File: config.mk
export PLATFORM = sky130hd
export DESIGN_NAME = fm_phase_discriminator_flat
export DESIGN_NICKNAME = d
export VERILOG_FILES = /design/src/rtl/fmpd_pkg.sv /design/src/rtl/fmpd_iq_if.sv /design/src/rtl/fmpd_audio_if.sv /design/src/rtl/fm_phase_discriminator.sv /design/src/rtl/fmpd_ctrl.sv /design/src/rtl/fmpd_datapath.sv /design/src/flat_wrapper.sv
export SDC_FILE = /design/constraint.sdc
export NUM_CORES = 1
export LEC_CHECK = 0
export BUFFER_PORTS_ARGS = -buffer_cell sky130_fd_sc_hd__buf_2
export CAP_MARGIN = 20
export CELL_PAD_IN_SITES_DETAIL_PLACEMENT = 1
export CELL_PAD_IN_SITES_GLOBAL_PLACEMENT = 1
export CORE_MARGIN = 2
export CORE_UTILIZATION = 36
export DETAILED_ROUTE_END_ITERATION = 10
export GPL_TIMING_DRIVEN = 0
export PLACE_DENSITY = 0.73
export SLEW_MARGIN = 20
export SYNTH_ARGS = -nofsm -noshare
export SYNTH_HDL_FRONTEND = slang
export SYNTH_HIERARCHICAL = 1
export SYNTH_SLANG_ARGS = --single-unit
export TNS_END_PERCENT = 10
File: constraint.sdc
create_clock -name clk -period 23.9 [get_ports clk]
set_clock_uncertainty 0.1 [all_clocks]
set_input_delay 3.585 -clock clk [delete_from_list [all_inputs] [get_ports clk]]
set_output_delay 3.585 -clock clk [all_outputs]
set_load 0.02 [all_outputs]
File: src/rtl/fmpd_pkg.sv
`timescale 1ns / 1ps

package fmpd_pkg;

	localparam int SAMPLE_W   = 16;
	localparam int AUDIO_W    = 16;
	localparam int CFG_W      = 7;
	localparam int FACTOR_W   = 7;
	localparam int COUNT_W    = 6;
	localparam int FACTOR_MAX = 64;
	localparam int AUDIO_MAX  = 32767;
	localparam int ANGLE_W    = 32;
	localparam int ATAN_DEPTH = 24;
	localparam int ITER_W     = 5;

	localparam logic [FACTOR_W-1:0] DECIM_RESET  = 7'd15;
	localparam logic                ENABLE_RESET = 1'b1;

	// atan(2^-i) with a half turn at 2^31
	localparam logic [ANGLE_W-1:0] ATAN_TAB [ATAN_DEPTH] = '{
		32'h20000000, 32'h12E4051E, 32'h09FB385B, 32'h051111D4, 32'h028B0D43, 32'h0145D7E1,
		32'h00A2F61E, 32'h00517C55, 32'h0028BE53, 32'h00145F2F, 32'h000A2F98, 32'h000517CC,
		32'h00028BE6, 32'h000145F3, 32'h0000A2FA, 32'h0000517D, 32'h000028BE, 32'h0000145F,
		32'h00000A30, 32'h00000518, 32'h0000028C, 32'h00000146, 32'h000000A3, 32'h00000051
	};

	typedef enum logic [0:0] {
		REG_DECIMATION = 1'b0,
		REG_ENABLE     = 1'b1
	} reg_idx_t;

	typedef enum logic [3:0] {
		ST_IDLE   = 4'b0001,
		ST_ROTATE = 4'b0010,
		ST_SCALE  = 4'b0100,
		ST_EMIT   = 4'b1000
	} state_t;

	typedef struct packed {
		logic              load;
		logic              rotate;
		logic [ITER_W-1:0] iter;
		logic              scale;
		logic              emit;
	} cmd_t;

	typedef struct packed {
		logic out_free;
	} status_t;

endpackage

File: src/rtl/fmpd_iq_if.sv
`timescale 1ns / 1ps

interface fmpd_iq_if;
	logic                                 valid;
	logic                                 ready;
	logic signed [fmpd_pkg::SAMPLE_W-1:0] in_real;
	logic signed [fmpd_pkg::SAMPLE_W-1:0] in_imag;

	modport source (output valid, output in_real, output in_imag, input ready);
	modport sink (input valid, input in_real, input in_imag, output ready);
endinterface

File: src/rtl/fmpd_audio_if.sv
`timescale 1ns / 1ps

interface fmpd_audio_if;
	logic                                valid;
	logic                                ready;
	logic signed [fmpd_pkg::AUDIO_W-1:0] audio_sample;

	modport source (output valid, output audio_sample, input ready);
	modport sink (input valid, input audio_sample, output ready);
endinterface

File: src/rtl/fm_phase_discriminator.sv
`timescale 1ns / 1ps
// A kept sample is loaded into the CORDIC registers, rotated by the shared CORDIC stage that
// runs one rotation a cycle, scaled, then registered on the audio channel once it is free;
// no new sample is taken before then. While idle, dropped samples are taken one per cycle.
// Reset (arst_n low, asynchronous): decimation factor 15, demodulation on, decimation
// count and previous phase zero, output channel empty.
module fm_phase_discriminator #(
	parameter int SAMPLE_BITS   = 16,
	parameter int PHASE_BITS    = 16,
	parameter int CORDIC_STAGES = 16
) (
	input  logic                       clk,
	input  logic                       arst_n,
	input  logic                       cfg_we,
	input  logic [0:0]                 cfg_index,
	input  logic [fmpd_pkg::CFG_W-1:0] cfg_data,
	fmpd_iq_if.sink                    iq,
	fmpd_audio_if.source               audio
);

	fmpd_pkg::cmd_t    cmd;
	fmpd_pkg::status_t status;
	logic              in_ready;

	assign iq.ready = in_ready;

	fmpd_ctrl #(
		.CORDIC_STAGES(CORDIC_STAGES)
	) u_ctrl (
		.clk      (clk),
		.arst_n   (arst_n),
		.cfg_we   (cfg_we),
		.cfg_index(cfg_index),
		.cfg_data (cfg_data),
		.in_valid (iq.valid),
		.in_ready (in_ready),
		.cmd      (cmd),
		.status   (status)
	);

	fmpd_datapath #(
		.SAMPLE_BITS(SAMPLE_BITS),
		.PHASE_BITS (PHASE_BITS)
	) u_datapath (
		.clk         (clk),
		.arst_n      (arst_n),
		.in_real     (iq.in_real),
		.in_imag     (iq.in_imag),
		.cmd         (cmd),
		.status      (status),
		.out_valid   (audio.valid),
		.out_ready   (audio.ready),
		.audio_sample(audio.audio_sample)
	);

endmodule

File: src/rtl/fmpd_ctrl.sv
`timescale 1ns / 1ps

module fmpd_ctrl #(
	parameter int CORDIC_STAGES = 16
) (
	input  logic                           clk,
	input  logic                           arst_n,
	input  logic                           cfg_we,
	input  logic [0:0]                     cfg_index,
	input  logic [fmpd_pkg::CFG_W-1:0]     cfg_data,
	input  logic                           in_valid,
	output logic                           in_ready,
	output fmpd_pkg::cmd_t                 cmd,
	input  fmpd_pkg::status_t              status
);

	localparam logic [fmpd_pkg::ITER_W-1:0] LAST_ITER =
		fmpd_pkg::ITER_W'(CORDIC_STAGES - 1);

	fmpd_pkg::state_t                    state_q;
	logic [fmpd_pkg::ITER_W-1:0]         iter_q;
	logic [fmpd_pkg::FACTOR_W-1:0]       factor_q;
	logic                                enable_q;
	logic [fmpd_pkg::COUNT_W-1:0]        count_q;
	logic [fmpd_pkg::FACTOR_W-1:0]       factor_eff;
	logic [fmpd_pkg::FACTOR_W-1:0]       count_cur;
	logic [fmpd_pkg::FACTOR_W-1:0]       count_nxt;
	logic                                accept;
	logic                                keep;

	assign in_ready = (state_q == fmpd_pkg::ST_IDLE);
	assign accept   = in_valid && in_ready && enable_q;

	always_comb begin
		if (factor_q == '0) begin
			factor_eff = fmpd_pkg::FACTOR_W'(1);
		end else if (factor_q > fmpd_pkg::FACTOR_W'(fmpd_pkg::FACTOR_MAX)) begin
			factor_eff = fmpd_pkg::FACTOR_W'(fmpd_pkg::FACTOR_MAX);
		end else begin
			factor_eff = factor_q;
		end
		// restart the count if the factor shrank to or below it
		count_cur = (fmpd_pkg::FACTOR_W'(count_q) >= factor_eff) ? '0
			: fmpd_pkg::FACTOR_W'(count_q);
		keep      = (count_cur == '0);
		count_nxt = count_cur + fmpd_pkg::FACTOR_W'(1);
		if (count_nxt >= factor_eff) begin
			count_nxt = '0;
		end
	end

	always_ff @(posedge clk or negedge arst_n) begin
		if (!arst_n) begin
			factor_q <= fmpd_pkg::DECIM_RESET;
			enable_q <= fmpd_pkg::ENABLE_RESET;
		end else if (cfg_we) begin
			if (cfg_index == fmpd_pkg::REG_DECIMATION) begin
				factor_q <= cfg_data;
			end else begin
				enable_q <= cfg_data[0];
			end
		end
	end

	always_ff @(posedge clk or negedge arst_n) begin
		if (!arst_n) begin
			state_q <= fmpd_pkg::ST_IDLE;
			iter_q  <= '0;
			count_q <= '0;
		end else begin
			unique case (state_q)
				fmpd_pkg::ST_IDLE: begin
					iter_q <= '0;
					if (accept) begin
						count_q <= count_nxt[fmpd_pkg::COUNT_W-1:0];
						if (keep) begin
							state_q <= fmpd_pkg::ST_ROTATE;
						end
					end
				end
				fmpd_pkg::ST_ROTATE: begin
					iter_q <= iter_q + fmpd_pkg::ITER_W'(1);
					if (iter_q == LAST_ITER) begin
						state_q <= fmpd_pkg::ST_SCALE;
					end
				end
				fmpd_pkg::ST_SCALE: begin
					state_q <= fmpd_pkg::ST_EMIT;
				end
				fmpd_pkg::ST_EMIT: begin
					// hold until the output register can take the result
					if (status.out_free) begin
						state_q <= fmpd_pkg::ST_IDLE;
					end
				end
				default: begin
					state_q <= fmpd_pkg::ST_IDLE;
				end
			endcase
		end
	end

	always_comb begin
		cmd.load   = accept && keep;
		cmd.rotate = (state_q == fmpd_pkg::ST_ROTATE);
		cmd.iter   = iter_q;
		cmd.scale  = (state_q == fmpd_pkg::ST_SCALE);
		cmd.emit   = (state_q == fmpd_pkg::ST_EMIT);
	end

endmodule

File: src/rtl/fmpd_datapath.sv
`timescale 1ns / 1ps

module fmpd_datapath #(
	parameter int SAMPLE_BITS = 16,
	parameter int PHASE_BITS  = 16
) (
	input  logic                                 clk,
	input  logic                                 arst_n,
	input  logic signed [fmpd_pkg::SAMPLE_W-1:0] in_real,
	input  logic signed [fmpd_pkg::SAMPLE_W-1:0] in_imag,
	input  fmpd_pkg::cmd_t                       cmd,
	output fmpd_pkg::status_t                    status,
	output logic                                 out_valid,
	input  logic                                 out_ready,
	output logic signed [fmpd_pkg::AUDIO_W-1:0]  audio_sample
);

	localparam int W      = SAMPLE_BITS + 2;
	localparam int PROD_W = PHASE_BITS + 17;
	localparam logic [fmpd_pkg::ANGLE_W-1:0] PHASE_RND =
		fmpd_pkg::ANGLE_W'(1) << (31 - PHASE_BITS);
	localparam logic [fmpd_pkg::ANGLE_W-1:0] HALF_TURN = 32'h80000000;
	localparam logic [PHASE_BITS-2:0] HALF_LSB = (PHASE_BITS - 1)'(1) << (PHASE_BITS - 2);
	localparam logic signed [PROD_W-1:0] AMAX = PROD_W'(fmpd_pkg::AUDIO_MAX);
	localparam logic signed [PROD_W-1:0] AMIN = -AMAX;

	logic [SAMPLE_BITS-1:0]          re_raw;
	logic [SAMPLE_BITS-1:0]          im_raw;
	logic signed [W-1:0]             re_ext;
	logic signed [W-1:0]             im_ext;
	logic signed [W-1:0]             x_q;
	logic signed [W-1:0]             y_q;
	logic [fmpd_pkg::ANGLE_W-1:0]    z_q;
	logic                            zero_q;
	logic signed [W-1:0]             xs;
	logic signed [W-1:0]             ys;
	logic [fmpd_pkg::ANGLE_W-1:0]    z_rnd;
	logic [PHASE_BITS-1:0]           cur_phase;
	logic [PHASE_BITS-1:0]           prev_phase_q;
	logic [PHASE_BITS-1:0]           diff;
	logic signed [PROD_W-1:0]        prod_q;
	logic signed [PROD_W-1:0]        q_floor;
	logic signed [PROD_W-1:0]        q_rnd;
	logic [PHASE_BITS-2:0]           rem;
	logic                            round_up;
	logic signed [fmpd_pkg::AUDIO_W-1:0] audio_nxt;
	logic                            out_valid_q;
	logic signed [fmpd_pkg::AUDIO_W-1:0] audio_q;

	assign re_raw = SAMPLE_BITS'($unsigned(in_real));
	assign im_raw = SAMPLE_BITS'($unsigned(in_imag));
	assign re_ext = W'($signed(re_raw));
	assign im_ext = W'($signed(im_raw));

	assign xs = x_q >>> cmd.iter;
	assign ys = y_q >>> cmd.iter;

	// CORDIC vectoring: x takes the imaginary part, y the real part
	always_ff @(posedge clk) begin
		if (cmd.load) begin
			zero_q <= (re_ext == '0) && (im_ext == '0);
			if (im_ext < 0) begin
				x_q <= -im_ext;
				y_q <= -re_ext;
				z_q <= HALF_TURN;
			end else begin
				x_q <= im_ext;
				y_q <= re_ext;
				z_q <= '0;
			end
		end else if (cmd.rotate) begin
			if (!y_q[W-1]) begin
				x_q <= x_q + ys;
				y_q <= y_q - xs;
				z_q <= z_q + fmpd_pkg::ATAN_TAB[cmd.iter];
			end else begin
				x_q <= x_q - ys;
				y_q <= y_q + xs;
				z_q <= z_q - fmpd_pkg::ATAN_TAB[cmd.iter];
			end
		end
	end

	assign z_rnd     = z_q + PHASE_RND;
	assign cur_phase = zero_q ? '0 : z_rnd[fmpd_pkg::ANGLE_W-1 -: PHASE_BITS];
	assign diff      = prev_phase_q - cur_phase;

	always_ff @(posedge clk or negedge arst_n) begin
		if (!arst_n) begin
			prev_phase_q <= '0;
		end else if (cmd.scale) begin
			prev_phase_q <= cur_phase;
		end
	end

	always_ff @(posedge clk) begin
		if (cmd.scale) begin
			prod_q <= PROD_W'($signed(diff)) * AMAX;
		end
	end

	// round half to even, then clamp
	always_comb begin
		q_floor  = prod_q >>> (PHASE_BITS - 1);
		rem      = prod_q[PHASE_BITS-2:0];
		round_up = (rem > HALF_LSB) || ((rem == HALF_LSB) && q_floor[0]);
		q_rnd    = q_floor + PROD_W'(round_up);
		if (q_rnd > AMAX) begin
			audio_nxt = fmpd_pkg::AUDIO_W'(AMAX);
		end else if (q_rnd < AMIN) begin
			audio_nxt = fmpd_pkg::AUDIO_W'(AMIN);
		end else begin
			audio_nxt = fmpd_pkg::AUDIO_W'(q_rnd);
		end
	end

	assign status.out_free = !out_valid_q || out_ready;

	always_ff @(posedge clk or negedge arst_n) begin
		if (!arst_n) begin
			out_valid_q <= 1'b0;
		end else if (cmd.emit && status.out_free) begin
			out_valid_q <= 1'b1;
		end else if (out_ready) begin
			out_valid_q <= 1'b0;
		end
	end

	always_ff @(posedge clk) begin
		if (cmd.emit && status.out_free) begin
			audio_q <= audio_nxt;
		end
	end

	assign out_valid    = out_valid_q;
	assign audio_sample = audio_q;

endmodule
File: src/flat_wrapper.sv
// flat-port wrapper written by rule: the top's interface ports become plain ports
module fm_phase_discriminator_flat 
#(
	parameter int SAMPLE_BITS   = 16,
	parameter int PHASE_BITS    = 16,
	parameter int CORDIC_STAGES = 16
)
  (clk, arst_n, cfg_we, cfg_index, cfg_data, iq_valid, iq_in_real, iq_in_imag, iq_ready, audio_valid, audio_audio_sample, audio_ready);
  fmpd_iq_if iq_i ();
  fmpd_audio_if audio_i ();
  input  logic clk;
  input  logic arst_n;
  input  logic cfg_we;
  input  logic [0:0] cfg_index;
  input  logic [fmpd_pkg::CFG_W-1:0] cfg_data;
  input wire logic [$bits(iq_i.valid)-1:0] iq_valid;
  input wire logic [$bits(iq_i.in_real)-1:0] iq_in_real;
  input wire logic [$bits(iq_i.in_imag)-1:0] iq_in_imag;
  output wire logic [$bits(iq_i.ready)-1:0] iq_ready;
  output wire logic [$bits(audio_i.valid)-1:0] audio_valid;
  output wire logic [$bits(audio_i.audio_sample)-1:0] audio_audio_sample;
  input wire logic [$bits(audio_i.ready)-1:0] audio_ready;
  assign iq_i.valid = iq_valid;
  assign iq_i.in_real = iq_in_real;
  assign iq_i.in_imag = iq_in_imag;
  assign iq_ready = iq_i.ready;
  assign audio_valid = audio_i.valid;
  assign audio_audio_sample = audio_i.audio_sample;
  assign audio_i.ready = audio_ready;
  fm_phase_discriminator #(.SAMPLE_BITS(SAMPLE_BITS), .PHASE_BITS(PHASE_BITS), .CORDIC_STAGES(CORDIC_STAGES)) u_core (.clk(clk), .arst_n(arst_n), .cfg_we(cfg_we), .cfg_index(cfg_index), .cfg_data(cfg_data), .iq(iq_i), .audio(audio_i));
endmodule
==> metrics, run 1 <==
Overall Global Routing Usage 0.225; drt first-iter violations 1,017; share of the clock period used by the worst path 0.438; number of setup violations in the final report 0; CP Max Fanout 30; largest net degree at the start of global routing 43; setup repair bufs after CTS 0; RePlAce Congestion 0.961; routed wire length a little under 70,000 um; Area Overhead vs Synth 9.03%; post-detail-place hpwl 56,400 um; worst hold path startpoint u_core/u_ctrl/iter_q[4]; Fin Setup TNS 0 ns; height of the chip about 250 um; library cell contributing the largest single delay on the critical path fa_1; Fillers between 7,000 and 8,000; H-tree levels 4; count of antenna-violating nets left after detailed routing 0; number of design rule violations left after detail routing 0; Top cell by count, worst path ha_1; initial antenna violation count 0; Post-CTS Resized 0; TritonCTS clock tree yes; vias in the first global route a little over 20,000; top cells by area in the synthesized netlist edfxtp_1 16%, fa_1 13%, ha_1 11%, xnor2_1 5.1%, inv_1 4.2%; Die Footprint 62,400 sq um; count of endpoints failing hold in the final timing report 0; worst endpoint data arrival time 10.60 ns; TritonCTS buffer count 17; status completed; most common cell in the synthesized netlist inv_1; netlist area before placement between 20,000 and 25,000 sq um; Clock Pin Slew Worst Setup and Hold Paths 0.09 ns; maximum operating frequency approximately 0.096 GHz; insertion delay of the later-clocked pin in the worst-skew pair 0.51 ns; max_slew headroom 0.219; Required @ worst endpoint 24.04 ns; reg2reg path depth 34; global-route wire length before repair 111,000 um; worst r2r src u_core/u_datapath/z_q[16]; peak per-stage delay on the critical path between 0.5 and 0.6 ns; actual slew at the worst max-slew pin 1.17 ns; buffers from clock root to sink, at most 2; standard cell area after detailed placement roughly 23,000 sq um; number of clock sinks seen by CTS between 150 and 200; top post-synthesis cells by count 243 x inv_1, 199 x ha_1, 193 x nor2_1, 157 x a21oi_1, 154 x nand2_1; mean number of vias per cell 5.68; register-to-register setup slack 13.44 ns; Critical Path Sink Type register; crit start category register; type of the worst setup path reg2reg; Worst Hold Class reg2reg; Final Slew Violations 0; fin nets 2,877; Most used DFF post-synth edfxtp_1; total of hold buffers inserted after clock tree synthesis 0; # diodes 0; Yosys top cell area share 0.161; Yosys Warn Count 6; Post-Synthesis Net Count 2,791; synth unique cells 100; Synth async-reset ratio 0.255; Placeable Area approximately 60,000 sq um; minimum clock period after layout 10.46 ns; Port Buffers slightly above 60; library cell with the largest summed area after synthesis edfxtp_1; fraction of final layout cells with drive strength greater than 1 0.0959; max-cap violation count 0; number of flip-flops and latches in the synthesized netlist 157; part of the Yosys area used for sequential elements 0.208; Post-synth EDFFs 117; number of standard cells after synthesis 2,403; Final Cell Area 23,700 sq um; routed wirelength normalized by instance count 21.1 um; Hold Path Cell Cnt 2; root cell of the clock tree clkbuf_16; RSZ-0062 raised after global routing no; overall die width 250 um; starting density of the core 0.363; overflow left after global routing 0; I/O pin cnt 63; critical path startpoint u_core/u_datapath/z_q[16]; total number of vias 18,600; number of search-and-repair iterations in the first detailed-routing pass 5; post-synthesis area per instance 9.05 sq um; standard-cell rows 90
## placed cells by master, fill, tap and decap left out, types with 88 or more instances in the layout
master and n:
a21oi_1 157, edfxtp_1 117, fa_1 144, ha_1 199
inv_1 243, nand2_1 154, nor2_1 193, o21ai_0 124
xnor2_1 125, xor2_1 88
## worst paths after layout
kind                                                      end
min                                   u_core/u_ctrl/iter_q[4]
max in group asynchronous  u_core/u_datapath/prev_phase_q[12]
max                              u_core/u_datapath/prod_q[31]
min in group asynchronous            u_core/u_ctrl/state_q[3]
min reg2reg                           u_core/u_ctrl/iter_q[4]
max reg2reg                      u_core/u_datapath/prod_q[31]
## layout make-up
class,count,area (sq um),area share
Sequential cell,157,4520,0.191
Multi-Input combinational cell,1910,16000,0.673
Buffer,89,374,0.0158
Timing Repair Buffer,67,360,0.0152
Inverter,247,931,0.0392
Clock inverter,15,171,0.00723
Clock buffer,17,425,0.0179
Tap cell,782,978,0.0412
## routing by layer
metal,up-vias,part of all wire,global-route usage
met1,9432,0.42,0.264
met4,0,0.039,0.0936
li1,8678,-,-
met3,136,0.036,0.0345
met2,395,0.51,0.406
met5,-,0,0
## registers in the layout (all words and copies together), names as in the netlist
register	cells
u_core/u_datapath/prev_phase_q	16
u_core/u_ctrl/count_q	6
u_core/u_datapath/x_q	18
u_core/u_ctrl/state_q	4
u_core/u_datapath/y_q	18
u_core/u_datapath/zero_q	1
u_core/u_ctrl/iter_q	5
u_core/u_datapath/audio_sample	16
u_core/u_ctrl/enable_q	1
u_core/u_datapath/z_q	32
u_core/u_datapath/prod_q	32
u_core/u_datapath/out_valid	1
u_core/u_ctrl/factor_q	7
## logic make-up (layout without fill, tap and decap cells)
family                     after synthesis  in the layout  synth area share
buffers and inverters                  336            435            0.0600
and+or+nand+nor                        682            682             0.155
AOI/OAI and AO/OA                      553            553             0.165
muxes                                  109            109            0.0706
xor gates and xnor gates               222            222            0.0934
DFF                                    157            157             0.208
adders and majority gates              344            344             0.247
## through the flow
stage	instances	util	setup WS, ns	hold WS [ns]
after floorplan	2403	-	14.80	0.369
after global placement	3246	0.384	13.65	0.400
after detailed placement	3252	0.385	13.47	0.418
after CTS	3284	0.395	13.45	0.433
after global routing	3284	0.395	12.82	0.464
final	3284	0.395	13.44	0.428
## worst max-delay path, delay by kind of cell, from the launching register on
kind            cells  cell delay (ns)
buf+inv             4             0.66
simple gates        3             0.63
xor+xnor            4             1.42
compound gates     14             3.17
fa+ha+maj           9             3.72
flops               1             0.46
Power of run 1 is left out: the tool's default activity adds up to more than one toggle a clock period on the data nets, which glitch-free logic cannot reach.
==> run 2, diff against run 1 <==
--- a/config.mk
+++ b/config.mk
@@ -13,7 +13,7 @@
 export CORE_UTILIZATION = 36
 export DETAILED_ROUTE_END_ITERATION = 10
 export GPL_TIMING_DRIVEN = 0
-export PLACE_DENSITY = 0.73
+export PLACE_DENSITY = 0.75
 export SLEW_MARGIN = 20
 export SYNTH_ARGS = -nofsm -noshare
 export SYNTH_HDL_FRONTEND = slang
==> constraint.sdc (replaced) <==
create_clock -name clk -period 9.3 [get_ports clk]
set_clock_uncertainty 0.1 [all_clocks]
set_input_delay 1.395 -clock clk [delete_from_list [all_inputs] [get_ports clk]]
set_output_delay 1.395 -clock clk [all_outputs]
set_load 0.02 [all_outputs]
==> run 2 against run 1 <==
Effect of this change: final area rose by 1.9%; via count rose by 0.54%; global-route usage barely moved; utilization rose by 0.75 points; count of clock-buffer cells in the layout rose by 3; largest cell class unchanged; die area did not move; wire length rose by 0.97%; worst setup slack got worse by 13 ns; critical path depth fell by 5.
==> metrics, run 2 (synthesized netlist as in run 1, its figures left out) <==
starting density of the core 0.363; biggest regs u_core/u_datapath/prod_q (32), u_core/u_datapath/z_q (32); TritonCTS buffer count 17; initial antenna violation count 0; routed wire length 70,000 um; reg2reg path depth 29; Final Slew Violations 0; Hold Path Cell Cnt 2; register-to-register setup slack 0.36 ns; share of the clock period used by the worst path 0.961; highest metal layer with signal wires met4; worst hold path endpoint u_core/u_datapath/prev_phase_q[14]; largest net degree at the start of global routing 41; overflow left after global routing 0; H-tree levels 4; number of search-and-repair iterations in the first detailed-routing pass 5; drt first-iter violations between 900 and 1,000; Placeable Area 60,000 sq um; standard-cell rows 90; met2 WL post-DR 36,400 um; Port Buffers 61; max_slew headroom 0.265; fin nets 2,899; standard cell area after detailed placement 23,100 sq um; Clock Pin Slew Worst Setup and Hold Paths 0.07 ns; post-detail-place hpwl 56,100 um; leading cell type in the layout, fill and taps excluded inv_1; count of antenna-violating nets left after detailed routing 0; mean number of vias per cell 5.67; Overall Global Routing Usage 0.225; number of design rule violations left after detail routing 0; Critical Path Sink Type register; Worst Hold Class reg2reg; RePlAce Congestion 0.992; status completed; overall die width about 250 um; height of the chip 250 um; global-route wire length before repair 111,000 um; peak per-stage delay on the critical path 0.67 ns; number of clock sinks seen by CTS 157; worst r2r src u_core/u_datapath/z_q[15]; Required @ worst endpoint 9.43 ns; routed length on met1 28,500 um; Final Cell Area 24,200 sq um; met3 wire length 2680 um; vias in the first global route 20,300; CP Max Fanout 15; I/O pin cnt 63; number of setup violations in the final report 0; insertion delay of the later-clocked pin in the worst-skew pair 0.51 ns; Reg-to-Reg End u_core/u_datapath/prod_q[31]; Die Footprint 62,400 sq um; type of the worst setup path reg2reg; Area Overhead vs Synth 11.1%; crit start category register; minimum clock period after layout 8.94 ns; buffers from clock root to sink, at most 2; fraction of final layout cells with drive strength greater than 1 0.120; worst endpoint data arrival time 9.07 ns; worst hold path startpoint u_core/u_datapath/prev_phase_q[14]; total number of vias 18,700; maximum operating frequency about 0.11 GHz; highest-count cells in the layout ignoring fill and taps 242 x inv_1, 192 x nor2_1, 190 x ha_1; hold slack 0.429 ns; count of endpoints failing hold in the final timing report 0; Top cell by count, worst path fa_1; library cell contributing the largest single delay on the critical path fa_2; actual slew at the worst max-slew pin 1.10 ns; routed wirelength normalized by instance count 21.2 um; TritonCTS clock tree yes; root cell of the clock tree clkbuf_16; Fillers 7,014; max-cap violation count 0
run 2: cell count changes in the layout (fill, tap and decap cells not counted), sizes merged:
cell / change
clkinv: -3
clkbuf: +1
buf: +23
bufinv: +1
diode: +1
run 2: repair_timing:
action / in CTS / in global routing
setup endpoints to repair: 12 / 9
pin swaps: 3 / 11
endpoints found under the hold margin: 0 / 0
gates resized for setup: 25 / 37
gates cloned: 0 / 1
hold buffers: 0 / 0
setup buffers: 8 / 14
run 2: through the flow:
stage / std cells / worst slack (ns) / util / TNS [ns]
after global routing: 3306 / -0.0261 / 0.403 / -0.0338
after floorplan: 2403 / 0.202 / - / 0
after global placement: 3246 / -0.887 / 0.384 / -4.25
after CTS: 3291 / 0.00715 / 0.398 / 0
after detailed placement: 3252 / -1.20 / 0.385 / -7.45
final: 3307 / 0.361 / 0.403 / 0
run 2: per-layer routing:
layer / up-vias / GRT usage
met5: - / 0
met4: 0 / 0.0862
met3: 125 / 0.0309
met2: 441 / 0.417
met1: 9445 / 0.261
li1: 8730 / -
run 2: worst max path at each step:
stage                     slack [ns]                           end  depth (start not counted)                 startpoint
after global routing           -0.03  u_core/u_datapath/prod_q[31]                         29  u_core/u_datapath/z_q[15]
after CTS                      0.007  u_core/u_datapath/prod_q[31]                         34  u_core/u_datapath/z_q[15]
after global placement         -0.89  u_core/u_datapath/prod_q[31]                         34  u_core/u_datapath/z_q[15]
after detailed placement       -1.20  u_core/u_datapath/prod_q[31]                         34  u_core/u_datapath/z_q[15]
after floorplan                 0.20  u_core/u_datapath/prod_q[31]                         34  u_core/u_datapath/z_q[15]
final                           0.36  u_core/u_datapath/prod_q[31]                         29  u_core/u_datapath/z_q[15]
run 2: worst max-delay path, delay by kind of cell (launching register included):
| family | cells | cell delay (ns) |
|---|---|---|
| buf+inv | 2 | 0.39 |
| compound gates | 9 | 2.19 |
| xor+xnor | 4 | 0.82 |
| flops | 1 | 0.40 |
| simple gates | 5 | 1.10 |
| fa+ha+maj | 9 | 3.66 |
run 2: area by class of cell:
class	instances	area (sq um)	share of cell area
clock inverter	12	114	0.00471
multi-input combinational	1910	16200	0.671
timing repair buffer	90	523	0.0216
timing repair inverter	1	8.76	0.000362
tap	782	978	0.0405
inverter	247	955	0.0395
antenna	1	2.50	0.000104
buffer	87	374	0.0155
sequential	157	4520	0.187
clock buffer	20	468	0.0194
Power of run 2 is left out for the same reason.
==> run 3, diff against run 2 <==
--- a/config.mk
+++ b/config.mk
@@ -10,10 +10,10 @@
 export CELL_PAD_IN_SITES_DETAIL_PLACEMENT = 1
 export CELL_PAD_IN_SITES_GLOBAL_PLACEMENT = 1
 export CORE_MARGIN = 2
-export CORE_UTILIZATION = 36
+export CORE_UTILIZATION = 46
 export DETAILED_ROUTE_END_ITERATION = 10
 export GPL_TIMING_DRIVEN = 0
-export PLACE_DENSITY = 0.75
+export PLACE_DENSITY = 0.9
 export SLEW_MARGIN = 20
 export SYNTH_ARGS = -nofsm -noshare
 export SYNTH_HDL_FRONTEND = slang
==> run 3 against run 2 <==
Effect of this change: the run now ends with DRC, setup timing left; count of clock-buffer cells in the layout decreased by 2; first-iteration DRC count grew 110%; critical path type unchanged; sequential share of layout area about the same; maximum frequency fell by 6.4%; non-clock buffer count increased by 16; final cell count decreased by 4.8%.
==> metrics, run 3 (synthesized netlist as in run 1, its figures left out) <==
status complete, but fails checks; violations in the final reports DRC, setup timing; highest metal layer with signal wires met4; worst endpoint data arrival time 9.74 ns; number of design rule violations left after detail routing 4; H-tree levels 4; starting density of the core 0.466; Die Footprint about 49,000 sq um; initial antenna violation count 0; # diodes 0; max_slew headroom 0.178; count of endpoints failing hold in the final timing report 0; peak per-stage delay on the critical path roughly 0.82 ns; Placeable Area roughly 47,000 sq um; hold slack 0.440 ns; total of hold buffers inserted after clock tree synthesis 0; fraction of final layout cells with drive strength greater than 1 0.132; routed length on met1 30,600 um; highest-count cells in the layout ignoring fill and taps 242 x inv_1, 191 x nor2_1, 188 x ha_1; maximum operating frequency 0.105 GHz; Overall Global Routing Usage 0.335; minimum clock period after layout ~9.6 ns; Area Overhead vs Synth 11.3%; standard cell area after detailed placement 22,900 sq um; drt first-iter violations 2,014; TritonCTS clock tree yes; actual slew at the worst max-slew pin around 1.2 ns; type of the worst setup path reg2reg; met3 wire length 6740 um; number of setup violations in the final report 6; overflow left after global routing 0; number of search-and-repair iterations in the first detailed-routing pass 10; mean number of vias per cell 6.59; Clock Pin Slew Worst Setup and Hold Paths approximately 0.09 ns; share of the clock period used by the worst path 1.03; Final Cell Area 24,200 sq um; library cell contributing the largest single delay on the critical path o21ai_1; fin nets 2,915; crit start category register; number of clock sinks seen by CTS 157; insertion delay of the later-clocked pin in the worst-skew pair 0.50 ns; root cell of the clock tree clkbuf_16; TritonCTS buffer count 17; count of antenna-violating nets left after detailed routing 0; Inst Count DP 3,077; RePlAce Congestion 0.973; global-route wire length before repair roughly 130,000 um; Final Slew Violations 0; CP Max Fanout 4; I/O pin cnt 63; Fin Setup TNS -0.810 ns; Fillers approximately 5,400; post-detail-place hpwl just over 60,000 um; buffers from clock root to sink, at most 2; Port Buffers 61; Critical Path Sink Type register; routed wire length 86,800 um; biggest regs u_core/u_datapath/prod_q (32), u_core/u_datapath/z_q (32); standard-cell rows 79; vias in the first global route 22,500; total number of vias 20,700; count of non-filler cells in the finished layout 3,147; max-cap violation count 0; met2 WL post-DR 42,900 um; Worst Hold Class reg2reg; height of the chip 221 um; Required @ worst endpoint 9.49 ns; routed wirelength normalized by instance count 27.6 um; leading cell type in the layout, fill and taps excluded inv_1; minimum setup slack in the final design -0.255 ns; overall die width between 200 and 250 um; largest net degree at the start of global routing 41
run 3: changes by cell type in the layout (fill, tap and decap cells not counted), sizes merged:
cell and change:
buf +17, clkbuf -3, inv +2, diode -1
run 3: final timing paths:
path / from / to / slack [ns] / depth (start not counted)
max: u_core/u_datapath/z_q[16] / u_core/u_datapath/prod_q[26] / -0.25 / 35
min: u_core/u_datapath/prev_phase_q[6] / u_core/u_datapath/prev_phase_q[6] / 0.44 / 2
max reg2reg: u_core/u_datapath/z_q[16] / u_core/u_datapath/prod_q[26] / -0.25 / 35
min reg2reg: u_core/u_datapath/prev_phase_q[6] / u_core/u_datapath/prev_phase_q[6] / 0.44 / 2
max in group asynchronous: arst_n / u_core/u_datapath/prev_phase_q[5] / 7.52 / 1
min in group asynchronous: arst_n / u_core/u_ctrl/factor_q[5] / 0.95 / 1
run 3: what timing repair did:
action,4_1_cts,5_1_grt
buffers inserted,14,24
hold endpoints to repair,0,0
gates resized for setup,35,54
cloned,1,0
setup endpoints to repair,14,16
pin swaps,4,22
run 3: layer usage:
metal  up-vias  global-route usage
met2      1159               0.600
met3       452              0.0660
met1     10400               0.358
met4         0               0.227
li1       8760                   -
met5         -                   0
run 3: per-stage QoR:
step / setup WS [ns] / util
6_report: -0.255 / 0.519
5_1_grt: -0.378 / 0.519
4_1_cts: 0.00652 / 0.509
3_5_place_dp: -1.33 / 0.491
3_3_place_gp: -0.915 / 0.489
2_1_floorplan: 0.202 / -
run 3: worst max-delay path, delay by kind of cell, from the launching register on:
kind | cells | cell delay [ns]
xor gates and xnor gates | 3 | 0.41
buffers and inverters | 7 | 0.94
AOI/OAI and AO/OA | 12 | 3.29
and+or+nand+nor | 5 | 0.79
DFF | 1 | 0.45
adders and majority gates | 8 | 3.38
run 3: layout make-up:
class                   count  area (sq um)  area share
clock inverters            14           124     0.00512
inverters                 247           957      0.0395
clock buffers              18           433      0.0179
flip-flops and latches    157          4520       0.187
repair inverters            1          8.76    0.000362
well taps                 607           759      0.0314
plain buffers              88           382      0.0158
multi-input cells        1910         16400       0.676
repair buffers            105           663      0.0274
Power of run 3 is left out for the same reason.
